===== src/hdl/gsv_pkg.sv =====
// Shared constants, codes and types of the signature check block.
`default_nettype none
package gsv_pkg;

	localparam int P_BITS    = 32;
	localparam int Q_BITS    = 16;
	localparam int HASH_BITS = 32;

	// datapath width of the serial modular unit
	localparam int UW = (P_BITS > HASH_BITS) ? P_BITS : HASH_BITS;
	localparam int CW = $clog2(UW);
	localparam int EW = $clog2(Q_BITS);

	localparam int CFG_IDX_W  = 3;
	localparam int CFG_DATA_W = P_BITS;

	typedef enum logic [CFG_IDX_W-1:0] {
		REG_PRIME_P      = 3'd0,
		REG_PRIME_Q      = 3'd1,
		REG_GENERATOR_A  = 3'd2,
		REG_PUBLIC_KEY_Y = 3'd3,
		REG_COMMIT_R     = 3'd4
	} cfg_reg_t;

	localparam logic [P_BITS-1:0] RST_PRIME_P      = P_BITS'(3);
	localparam logic [Q_BITS-1:0] RST_PRIME_Q      = Q_BITS'(2);
	localparam logic [P_BITS-1:0] RST_GENERATOR_A  = P_BITS'(1);
	localparam logic [P_BITS-1:0] RST_PUBLIC_KEY_Y = P_BITS'(1);
	localparam logic [Q_BITS-1:0] RST_COMMIT_R     = Q_BITS'(1);

	typedef enum logic {
		OP_REDUCE,
		OP_MULMOD
	} op_t;

	typedef struct packed {
		logic start;
		op_t  op;
	} unit_req_t;

	typedef struct packed {
		logic busy;
		logic done;
	} unit_rsp_t;

	typedef enum logic [3:0] {
		ST_IDLE,
		ST_HRED,
		ST_EDIV,
		ST_EMUL,
		ST_U1,
		ST_U2,
		ST_ARED,
		ST_APSQ,
		ST_APML,
		ST_YRED,
		ST_YPSQ,
		ST_YPML,
		ST_FMUL,
		ST_VRED,
		ST_DONE
	} state_t;

endpackage
`default_nettype wire


===== src/hdl/gsv_modser.sv =====
// Bit-serial modular unit: remainder/quotient and modular multiply, MSB first.
`default_nettype none
module gsv_modser import gsv_pkg::*; (
	input  wire logic          clk,
	input  wire logic          arst_n,
	input  wire unit_req_t     req,
	input  wire logic [UW-1:0] x,
	input  wire logic [UW-1:0] y,
	input  wire logic [UW-1:0] m,
	output unit_rsp_t          rsp,
	output logic [UW-1:0]      res,
	output logic [UW-1:0]      quo
);

	logic          busy_q;
	logic          done_q;
	op_t           op_q;
	logic          ph_q;
	logic [CW-1:0] cnt_q;
	logic [UW-1:0] x_q;
	logic [UW-1:0] y_q;
	logic [UW-1:0] m_q;
	logic [UW-1:0] acc_q;
	logic [UW-1:0] quo_q;

	logic          ybit;
	logic          dbl;
	logic          ge;
	logic          last_step;
	logic [UW:0]   t;
	logic [UW:0]   t_red;

	always_comb begin
		ybit = y_q[UW-1];
		// doubling step: reduce shifts in the dividend bit, multiply shifts in zero
		dbl  = (op_q == OP_REDUCE) || !ph_q;
		if (dbl) begin
			t = {acc_q, (op_q == OP_REDUCE) ? ybit : 1'b0};
		end else begin
			t = {1'b0, acc_q} + (ybit ? {1'b0, x_q} : {(UW+1){1'b0}});
		end
		ge        = (t >= {1'b0, m_q});
		t_red     = ge ? (t - {1'b0, m_q}) : t;
		last_step = (cnt_q == CW'(UW-1)) && ((op_q == OP_REDUCE) || ph_q);
	end

	always_ff @(posedge clk or negedge arst_n) begin
		if (!arst_n) begin
			busy_q <= 1'b0;
			done_q <= 1'b0;
			ph_q   <= 1'b0;
			cnt_q  <= '0;
		end else begin
			done_q <= 1'b0;
			if (req.start && !busy_q) begin
				busy_q <= 1'b1;
				ph_q   <= 1'b0;
				cnt_q  <= '0;
			end else if (busy_q) begin
				if (op_q == OP_REDUCE || ph_q) begin
					cnt_q <= cnt_q + CW'(1);
				end
				ph_q <= (op_q == OP_MULMOD) && !ph_q;
				if (last_step) begin
					busy_q <= 1'b0;
					done_q <= 1'b1;
				end
			end
		end
	end

	always_ff @(posedge clk) begin
		if (req.start && !busy_q) begin
			op_q  <= req.op;
			x_q   <= x;
			y_q   <= y;
			m_q   <= m;
			acc_q <= '0;
			quo_q <= '0;
		end else if (busy_q) begin
			acc_q <= t_red[UW-1:0];
			if (op_q == OP_REDUCE) begin
				quo_q <= {quo_q[UW-2:0], ge};
			end
			if (op_q == OP_REDUCE || ph_q) begin
				y_q <= {y_q[UW-2:0], 1'b0};
			end
		end
	end

	assign rsp.busy = busy_q;
	assign rsp.done = done_q;
	// a zero modulus reduces everything to zero
	assign res      = (m_q == '0) ? '0 : acc_q;
	assign quo      = quo_q;

endmodule
`default_nettype wire


===== config.mk =====
export PLATFORM = sky130hd
export DESIGN_NAME = gsv_modser
export DESIGN_NICKNAME = d
export VERILOG_FILES = /design/src/hdl/gsv_pkg.sv /design/src/hdl/gsv_modser.sv
export SDC_FILE = /design/constraint.sdc
export NUM_CORES = 1
export LEC_CHECK = 0
export BUFFER_PORTS_ARGS = -buffer_cell sky130_fd_sc_hd__clkbuf_2
export CORE_ASPECT_RATIO = 1.75
export CORE_MARGIN = 2
export CORE_UTILIZATION = 58
export DETAILED_ROUTE_END_ITERATION = 12
export HOLD_SLACK_MARGIN = 0.15
export PLACE_DENSITY = 0.81
export SYNTH_ARGS = -nofsm -noshare
export SYNTH_HDL_FRONTEND = slang
export SYNTH_SLANG_ARGS = --single-unit

===== constraint.sdc =====
create_clock -name clk -period 5.4 [get_ports clk]
set_input_delay 1.08 -clock clk [delete_from_list [all_inputs] [get_ports clk]]
set_output_delay 1.08 -clock clk [all_outputs]
set_load 0.02 [all_outputs]

==> flow_summary_export.csv, run 1 <==
group,metric,value,unit
cells_and_area,antenna_cells,0,
grt,grt_usage,32.36,%
clock_network,ctsHoldBuffers,0,
floorplanning,die-width,106.3,um
placed_design,gp_congestion,1.067,
clock_network,numCtsBuffers,17,
route,via_count,9945,
cells_and_area,nets,1571,
grt,grt_start_max_net_pins,96,
synth,synth-seq-cells,169,
timing,fmax,0.1915,GHz
cells_and_area,area_growth,21.34,%
clock_network,path_clk_slew,0.07,ns
grt,groute.layer.met2.usage,56.77,%
timing,whs,0.4603,ns
synth,ys.flop_type,"edfxtp_1",
clock_network,cts_root_buffer,"clkbuf_16",
timing,setup_tns,0,ns
grt,use_met3,5.615,%
route,avgViaCountPerCell,6.027,
route,drt-total-wl,31620,um
cells_and_area,layout-drive-gt1-share,23.09,%
grt,antenna_found_initial,0,
synth,synthTopCellsByCount,"nand2_1, a21oi_1, edfxtp_1",
synth,syn_avg_cell_area,8.745,um2
clock_network,cts_tree,"built",
route,ant_nets,0,
grt,grt_pass1_wl,48250,um
floorplanning,die-area,19440,um2
worst_setup_path,crit_type,"flip-flop to flip-flop",
route,dr.pass1.iters,6,
worst_setup_path,start_kind,"flip-flop",
timing,slew_headroom,20.51,%
synth,ys.warnings.count,0,
grt,grt_pass1_vias,9888,
synth,syn-cell-area,10620,um2
floorplanning,floorplan.initialDensity,59.07,%
timing,finalClockSkew,0.01008,ns
timing,hold_viol,0,
synth,synth.yosys.seq_area_share,41.39,%
timing,setup_viol,0,
placed_design,dpl.hpwl,23510,um
timing,period_share,96.70,%
grt,grt_overflow_total,0,
timing,maxSlewViolCount,0,
synth,synth_edf_count,97,
clock_network,clockBufferDepth,2,
synth,yosys.area.top_type,"edfxtp_1",
placed_design,portBuffers,165,
synth,synth_top_area_share,27.44,%
synth,synth-async-reset-ratio,4.734,%
synth,syn_inst,1214,
grt,grt.busiest_layer,"met2",
route,drtIter0Drc,670,
route,post_drt_wl_per_cell,19.16,um
worst_setup_path,reg2reg_slack,0.18,ns
timing,worst_slack,0.1782,ns
route,remaining_drc_errors,0,
cells_and_area,final_util,71.67,%
synth,syn-num-nets,1382,
synth,synth.most_common_cell,"nand2_1",
timing,finalCriticalPeriod,5.222,ns
worst_hold_path,hp-class,"primary input to asynchronous set/reset pin",
power_and_ir_drop,power_density,592.2,nW/um2
floorplanning,die_y,183.0,um
clock_network,clkLatencyLatePin,0.45,ns
floorplanning,io-pin-count,166,
clock_network,htree_levels,4,
worst_setup_path,critPathCaptureType,"flip-flop",
timing,worst_pin_slew,1.192,ns
clock_network,cts.sinks,169,
worst_setup_path,cp_max_fo,15,
synth,synth.area.top_cells,"edfxtp_1, dfxtp_1, nand2_1",
synth,synth_cell_types,72,
worst_setup_path,worstPathArrival,5.55,ns
floorplanning,num_rows,65,
power_and_ir_drop,irDropWorstVdd,531.8,uV
outcome,outcome,"finished, final reports clean",
placed_design,dpl_worst_slack,-0.1204,ns
grt,met1_usage,30.91,%
worst_setup_path,required,5.73,ns
power_and_ir_drop,power.leakage,0.005652,uW
floorplanning,core-area,17970,um2
run,cap_violations,0,
## timing repair
action | 4_1_cts | 5_1_grt
pin swaps | 1 | 17
resized for setup | 7 | 48
buffers inserted | 4 | 6
endpoints found under the setup margin | 33 | 33
cloned | 0 | 1
endpoints found under the hold margin | 0 | 0
## cell families after synthesis
kind of cell,synth area share (%)
buf+inv,4.502
simple gates,21.83
flops,41.39
mux,0.4832
compound gates,19.68
xor+xnor,3.960
fa+ha+maj,8.156
## through the flow
| stage | total power [uW] | std cells | instance area [um2] |
|---|---|---|---|
| 6_report | 7628 | 1650 | 12880 |
| 5_1_grt | 8021 | 1650 | 12880 |
| 4_1_cts | 7310 | 1643 | 12620 |
| 3_5_place_dp | 6025 | 1607 | 11970 |
| 3_3_place_gp | 5951 | 1607 | 11970 |
| 2_1_floorplan | 4645 | 1214 | 10620 |
## final timing paths
path,from,to,cells after the start
setup / recovery,y_q[31],acc_q[28],23
hold / removal,arst_n,busy_q,1
setup reg to reg,y_q[31],acc_q[28],23
hold reg to reg,quo[19],quo[20],2
max in group asynchronous,arst_n,cnt_q[2],1
min in group clk,quo[19],quo[20],2
## report_power, final
group          switching [uW]  total (uW)  internal, uW
Sequential                298        1970          1680
Combinational            2550        4420          1870
Clock                     518        1240           719
## routing by layer
metal / vias to the layer above / share of wire [%]
met4: 0 / 9.8
met3: 166 / 4.9
li1: 4763 / -
met2: 432 / 51
met1: 4584 / 34
met5: - / 0
## worst max-delay path: stages, from the launching register on
cell       delay (ns)
edfxtp_1         0.41
buf_4            0.17
and2_1           0.14
ha_1             0.30
a21o_1           0.22
a221oi_4         0.31
nor2_1           0.06
o21bai_2         0.21
or2_2            0.33
nor3b_2          0.18
o41ai_2          0.29
o21ai_1          0.13
buf_4            0.17
ha_1             0.37
and3_4           0.24
a211oi_2         0.05
a21oi_2          0.15
a31oi_2          0.14
o31ai_4          0.33
a22oi_2          0.13
buf_4            0.17
clkbuf_16        0.17
a2111oi_2        0.36
a211oi_1         0.08
## area by class of cell
class | instances | area (um2)
fill | 1426 | 5091
multi-input combinational | 928 | 5974
clock buffer | 22 | 474.2
tap | 234 | 292.8
timing repair buffer | 239 | 1446
sequential | 169 | 4394
clock inverter | 10 | 117.6
inverter | 48 | 182.7
## registers in the layout (all words and copies together) (netlist names), 5 cells and up
| signal | cells |
|---|---|
| acc_q | 32 |
| quo | 32 |
| y_q | 32 |
| x_q | 32 |
| cnt_q | 5 |
| m_q | 32 |
## layout by cell type, fill, tap and decap left out, types with 5 or more instances in the layout
cell,count
ha_2,5
nand4_1,14
and2_1,38
nand3_1,27
nor2_1,31
and3_1,21
nor3_1,26
nor4_1,9
clkbuf_2,165
ha_1,58
o21ai_0,48
clkbuf_16,18
xnor2_1,25
edfxtp_1,97
nand2b_1,5
a311o_1,11
xor2_1,23
a21oi_1,95
nor2b_1,36
a211oi_1,14
o211ai_1,11
a21o_1,26
nand2_1,248
nor3b_1,5
o21a_1,9
dfrtp_1,8
dfxtp_1,64
nand3b_1,7
o32ai_1,11
inv_1,47
or2_2,5
a31oi_1,16
o21ai_1,9
buf_4,68
a211oi_2,5
(Power assumes the default switching activity.)
==> run 2, diff against run 1 <==
--- a/config.mk
+++ b/config.mk
@@ -9,9 +9,10 @@
 export CORE_ASPECT_RATIO = 1.75
 export CORE_MARGIN = 2
 export CORE_UTILIZATION = 58
+export CTS_BUF_LIST = sky130_fd_sc_hd__clkbuf_8 sky130_fd_sc_hd__clkbuf_16
 export DETAILED_ROUTE_END_ITERATION = 12
 export HOLD_SLACK_MARGIN = 0.15
-export PLACE_DENSITY = 0.81
+export PLACE_DENSITY = 0.9
 export SYNTH_ARGS = -nofsm -noshare
 export SYNTH_HDL_FRONTEND = slang
 export SYNTH_SLANG_ARGS = --single-unit
==> run 2 against run 1 <==
  * Highest routed layer unchanged
  * Wire length is 1.4% lower
  * Register-to-register slack hardly changed
  * Largest power group unchanged
  * Sequential power hardly changed
  * Die area stayed put
  * Combinational power is 3% lower
  * Via count is 0.84% higher
  * Critical path type unchanged
==> flow_summary_export.csv, run 2 (synthesized netlist as in run 1, its figures left out) <==
group,metric,value,unit
worst_setup_path,crit_type,"flip-flop to flip-flop",
power_and_ir_drop,irDropWorstVdd,409.3,uV
route,ant_nets,0,
grt,antenna_found_initial,0,
grt,grt_usage,31.89,%
floorplanning,die_y,183.0,um
worst_hold_path,hp-class,"primary input to asynchronous set/reset pin",
route,avgViaCountPerCell,6.097,
clock_network,numCtsBuffers,17,
placed_design,portBuffers,165,
power_and_ir_drop,power_density,586.6,nW/um2
placed_design,dpl.hpwl,23820,um
timing,setup_viol,0,
timing,finalCriticalPeriod,5.227,ns
timing,maxSlewViolCount,0,
floorplanning,io-pin-count,166,
worst_setup_path,worstRegToRegCells,20,
timing,fmax,0.1913,GHz
worst_setup_path,start_kind,"flip-flop",
cells_and_area,area_growth,19.59,%
worst_setup_path,reg2reg_slack,0.17,ns
route,via_count,10030,
clock_network,path_clk_slew,0.07,ns
grt,grt_overflow_total,0,
clock_network,ctsHoldBuffers,0,
route,post_drt_wl_per_cell,18.95,um
floorplanning,floorplan.initialDensity,59.07,%
clock_network,htree_levels,4,
clock_network,clockBufferDepth,2,
floorplanning,core-area,17970,um2
timing,finalClockSkew,0.01283,ns
cells_and_area,layout-drive-gt1-share,21.83,%
floorplanning,num_rows,65,
grt,grt_start_max_net_pins,84,
timing,slew_headroom,22.68,%
placed_design,dpl_cell_area,11960,um2
cells_and_area,nets,1566,
floorplanning,die-area,19440,um2
clock_network,clkLatencyLatePin,0.44,ns
clock_network,cts_tree,"built",
worst_setup_path,worstPathArrival,5.55,ns
cells_and_area,stdcell_area,12700,um2
cells_and_area,multi_input_area,5893,um2
placed_design,gp_congestion,1.000,
outcome,outcome,"finished, final reports clean",
route,dr.pass1.iters,6,
route,drtIter0Drc,765,
run,cap_violations,0,
cells_and_area,regArea,4394,um2
power_and_ir_drop,power.leakage,0.005591,uW
timing,rsz0062_at_grt,"true",
grt,grt_pass1_wl,48000,um
route,drt-total-wl,31170,um
clock_network,cts.sinks,169,
cells_and_area,antenna_cells,0,
worst_setup_path,cp_max_fo,7,
floorplanning,die-width,106.3,um
clock_network,cts_root_buffer,"clkbuf_16",
timing,worst_pin_slew,1.160,ns
timing,hold_viol,0,
worst_setup_path,critPathCaptureType,"flip-flop",
timing,period_share,96.79,%
grt,grt_pass1_vias,9914,
route,remaining_drc_errors,0,
timing,setup_tns,0,ns
cells_and_area,nFillCells,1422,
cells_and_area,most-common-layout-cells,"nand2_1, clkbuf_2, a21oi_1",
worst_setup_path,required,5.72,ns
cells_and_area,layout_commonest_cell,"nand2_1",
run 2: cell types whose count changed in the layout (fill, tap and decap cells not counted), sizes merged:
cell / before / now
bufinv: 2 / 0
buf: 73 / 69
inv: 50 / 54
clkinv: 4 / 6
clkbuf: 188 / 183
run 2: area by class of cell:
type                            instances  share of cell area [%]
Sequential cell                       169                   34.61
Multi-Input combinational cell        928                   46.42
Tap cell                              234                   2.306
Timing Repair Buffer                  234                   10.79
Clock inverter                         14                  0.8870
Clock buffer                           18                   3.548
Inverter                               48                   1.439
run 2: critical path, cell delays in order (launching register included):
cell and delay, ns:
edfxtp_1 0.49, and2_1 0.19, ha_1 0.22, fa_1 0.40, a211oi_1 0.22, o21a_1 0.22, a211o_1 0.23, a21oi_1 0.14
a21bo_2 0.26, a311o_1 0.35, a22o_1 0.27, ha_1 0.33, buf_4 0.16, a21o_1 0.18, a21o_1 0.17, a21oi_1 0.28
o31ai_4 0.15, a22oi_2 0.27, buf_4 0.22, a211oi_1 0.08, a311o_1 0.29
run 2: power by group:
part,internal (uW),leakage [uW],total (uW),switching [uW]
clock,626,0.000272,1180,550
sequential,1680,0.00154,1980,306
combinational,1790,0.00378,4290,2500
run 2: through the flow:
step	utilization [%]	cells	setup slack [ns]	power, uW	hold WS, ns
global placement	66.53	1609	0.1557	5929	0.4469
floorplan	-	1214	0.5472	4645	0.4655
finish	70.64	1645	0.1734	7448	0.4680
global route	70.64	1645	-0.04763	7832	0.4831
detailed placement	66.53	1609	0.1168	6027	0.4607
CTS	69.66	1641	0.05893	7210	0.4711
run 2: final timing paths:
path | end | startpoint
setup / recovery | acc_q[23] | y_q[31]
setup reg to reg | acc_q[23] | y_q[31]
max in group asynchronous | cnt_q[2] | arst_n
min in group clk | quo[5] | quo[4]
hold / removal | cnt_q[4] | arst_n
hold reg to reg | quo[5] | quo[4]
run 2: what timing repair did:
action | in CTS | in global routing
setup buffers | 0 | 3
setup endpoints to repair | 0 | 33
gates resized for setup | 0 | 38
run 2: routing by layer:
metal  wire [um]  global-route usage, %
met5           0                      0
met4        3000                  28.42
met3        1704                  5.508
met2       16080                  57.77
met1       10380                  30.04
==> run 3, diff against run 2 <==
--- a/config.mk
+++ b/config.mk
@@ -6,13 +6,14 @@
 export NUM_CORES = 1
 export LEC_CHECK = 0
 export BUFFER_PORTS_ARGS = -buffer_cell sky130_fd_sc_hd__clkbuf_2
-export CORE_ASPECT_RATIO = 1.75
+export CORE_ASPECT_RATIO = 0.5
 export CORE_MARGIN = 2
 export CORE_UTILIZATION = 58
 export CTS_BUF_LIST = sky130_fd_sc_hd__clkbuf_8 sky130_fd_sc_hd__clkbuf_16
 export DETAILED_ROUTE_END_ITERATION = 12
 export HOLD_SLACK_MARGIN = 0.15
 export PLACE_DENSITY = 0.9
+export SKIP_CTS_REPAIR_TIMING = 1
 export SYNTH_ARGS = -nofsm -noshare
 export SYNTH_HDL_FRONTEND = slang
 export SYNTH_SLANG_ARGS = --single-unit
==> run 3 against run 2 <==
  * Fmax down 0.70%
  * Critical path depth up 1
  * Final area down 1.4%
==> flow_summary_export.csv, run 3 (synthesized netlist as in run 1, its figures left out) <==
group,metric,value,unit
placed_design,dpl.hpwl,21360,um
power_and_ir_drop,switching_share,44.12,%
worst_hold_path,hold_start,"quo[24]",
worst_hold_path,hold-path-cell-count,2,
route,drt-total-wl,29130,um
timing,maxSlewViolCount,0,
cells_and_area,area_growth,17.96,%
worst_setup_path,slowest_delay,0.43,ns
worst_hold_path,hp-class,"flip-flop to flip-flop",
route,drtIter0Drc,849,
power_and_ir_drop,power_density,576.5,nW/um2
floorplanning,core-area,17650,um2
cells_and_area,layout_commonest_cell,"nand2_1",
timing,hold_viol,0,
floorplanning,io-pin-count,166,
clock_network,cts_tree,"built",
grt,grt_overflow_total,0,
power_and_ir_drop,power.switching,3186,uW
timing,setup_viol,0,
placed_design,gp_congestion,0.9349,
run,cap_violations,0,
cells_and_area,most-common-layout-cells,"nand2_1, clkbuf_2, a21oi_1",
timing,fmax,0.1900,GHz
grt,grt_usage,29.69,%
worst_setup_path,rr_endpoint,"acc_q[9]",
timing,slew_headroom,22.46,%
route,post_drt_wl_per_cell,17.96,um
timing,period_share,97.48,%
floorplanning,num_rows,34,
grt,grt_pass1_vias,9203,
floorplanning,die-area,19470,um2
outcome,outcome,"finished, final reports clean",
worst_setup_path,worstRegToRegCells,21,
route,dr.pass1.iters,6,
route,ant_nets,0,
grt,antenna_found_initial,0,
timing,finalCriticalPeriod,5.264,ns
cells_and_area,antenna_cells,0,
grt,grt_start_max_net_pins,105,
grt,grt_pass1_wl,45870,um
power_and_ir_drop,pwr-share-comb,55.5,%
worst_setup_path,reg2reg_slack,0.14,ns
worst_setup_path,rr_startpoint,"y_q[31]",
worst_hold_path,whs_endpoint,"quo[25]",
worst_setup_path,crit_path_cell_trace,"and2_1 -> ha_1 -> fa_1 -> a211oi_2 -> o21a_1 -> a211o_1 -> a21oi_1 -> o21a_1 -> or3_1 -> nand3_1 -> ha_2 -> a21oi_1 -> o21ai_1 -> a211oi_2 -> nand4_1 -> a31oi_4 -> o31ai_4 -> a22oi_2 -> buf_12 -> nand2_1 -> a311o_1",
worst_setup_path,cp_max_fo,30,
power_and_ir_drop,power_frac_seq,26.9,%
clock_network,clkLatencyLatePin,0.43,ns
worst_setup_path,slowest_stage,"edfxtp_1",
floorplanning,die_y,99.67,um
floorplanning,floorplan.initialDensity,60.13,%
clock_network,cts.sinks,169,
power_and_ir_drop,irDropWorstVdd,324.1,uV
clock_network,path_clk_slew,0.08,ns
power_and_ir_drop,power.internal,4035,uW
cells_and_area,layout-drive-gt1-share,20.10,%
worst_setup_path,crit_type,"flip-flop to flip-flop",
route,via_count,9792,
clock_network,cts_root_buffer,"clkbuf_16",
timing,finalClockSkew,0.01131,ns
worst_setup_path,worstPathArrival,5.58,ns
worst_setup_path,required,5.72,ns
power_and_ir_drop,power.share.clock,17.5,%
route,avgViaCountPerCell,6.037,
route,remaining_drc_errors,0,
timing,worst_pin_slew,1.162,ns
timing,setup_tns,0,ns
worst_setup_path,critPathCaptureType,"flip-flop",
placed_design,portBuffers,165,
worst_setup_path,start_kind,"flip-flop",
placed_design,dpl_cell_area,11730,um2
clock_network,clockBufferDepth,2,
cells_and_area,stdcell_area,12520,um2
clock_network,htree_levels,4,
floorplanning,die-width,195.3,um
clock_network,numCtsBuffers,17,
cells_and_area,nets,1543,
power_and_ir_drop,power.leakage,0.005495,uW
==> run 3: power groups by stage <==
stage	sequential (uW)	combinational [uW]	clock, uW
after floorplan	1930	2720	0
after global placement	1950	3630	0
after detailed placement	1960	3730	0
after CTS	1930	3770	1280
after global routing	1970	4380	1340
final	1940	4010	1270
==> run 3: critical path, delay by kind of cell (launching register included) <==
family,cells,cell delay [ns]
buf+inv,1,0.21
compound gates,12,2.42
simple gates,5,1.08
fa+ha+maj,3,1.00
flops,1,0.43
==> run 3: through the flow <==
stage | util [%] | std cells | total power [uW] | setup WS, ns | hold slack, ns
2_1_floorplan | - | 1214 | 4645 | 0.5472 | 0.4655
3_3_place_gp | 66.46 | 1579 | 5575 | 0.004362 | 0.4466
3_5_place_dp | 66.46 | 1579 | 5689 | -0.09952 | 0.4591
4_1_cts | 69.89 | 1611 | 6982 | -0.1973 | 0.4728
5_1_grt | 70.94 | 1622 | 7685 | -0.09548 | 0.4810
6_report | 70.94 | 1622 | 7220 | 0.1363 | 0.4731
==> run 3: final cells by class <==
type	count	area, um2
tap	234	292.8
clock inverter	15	181.4
clock buffer	17	425.4
fill	1345	5131
timing repair buffer	211	1212
sequential	169	4394
multi-input combinational	928	5834
inverter	48	182.7
==> run 3: worst max-delay path by stage <==
stage                     cells past startpoint     from        end
final                                        21  y_q[31]   acc_q[9]
after global routing                         21  y_q[31]   acc_q[9]
after CTS                                    20  y_q[31]   acc_q[9]
after detailed placement                     20  y_q[31]   acc_q[9]
after global placement                       20  y_q[31]   acc_q[9]
after floorplan                              24  y_q[31]  acc_q[19]
==> run 3: metal layers <==
metal / track usage, % / part of all wire, %
met5: 0 / 0
met4: 10.22 / 2.3
met3: 6.172 / 7.8
met2: 49.62 / 48
met1: 38.82 / 42
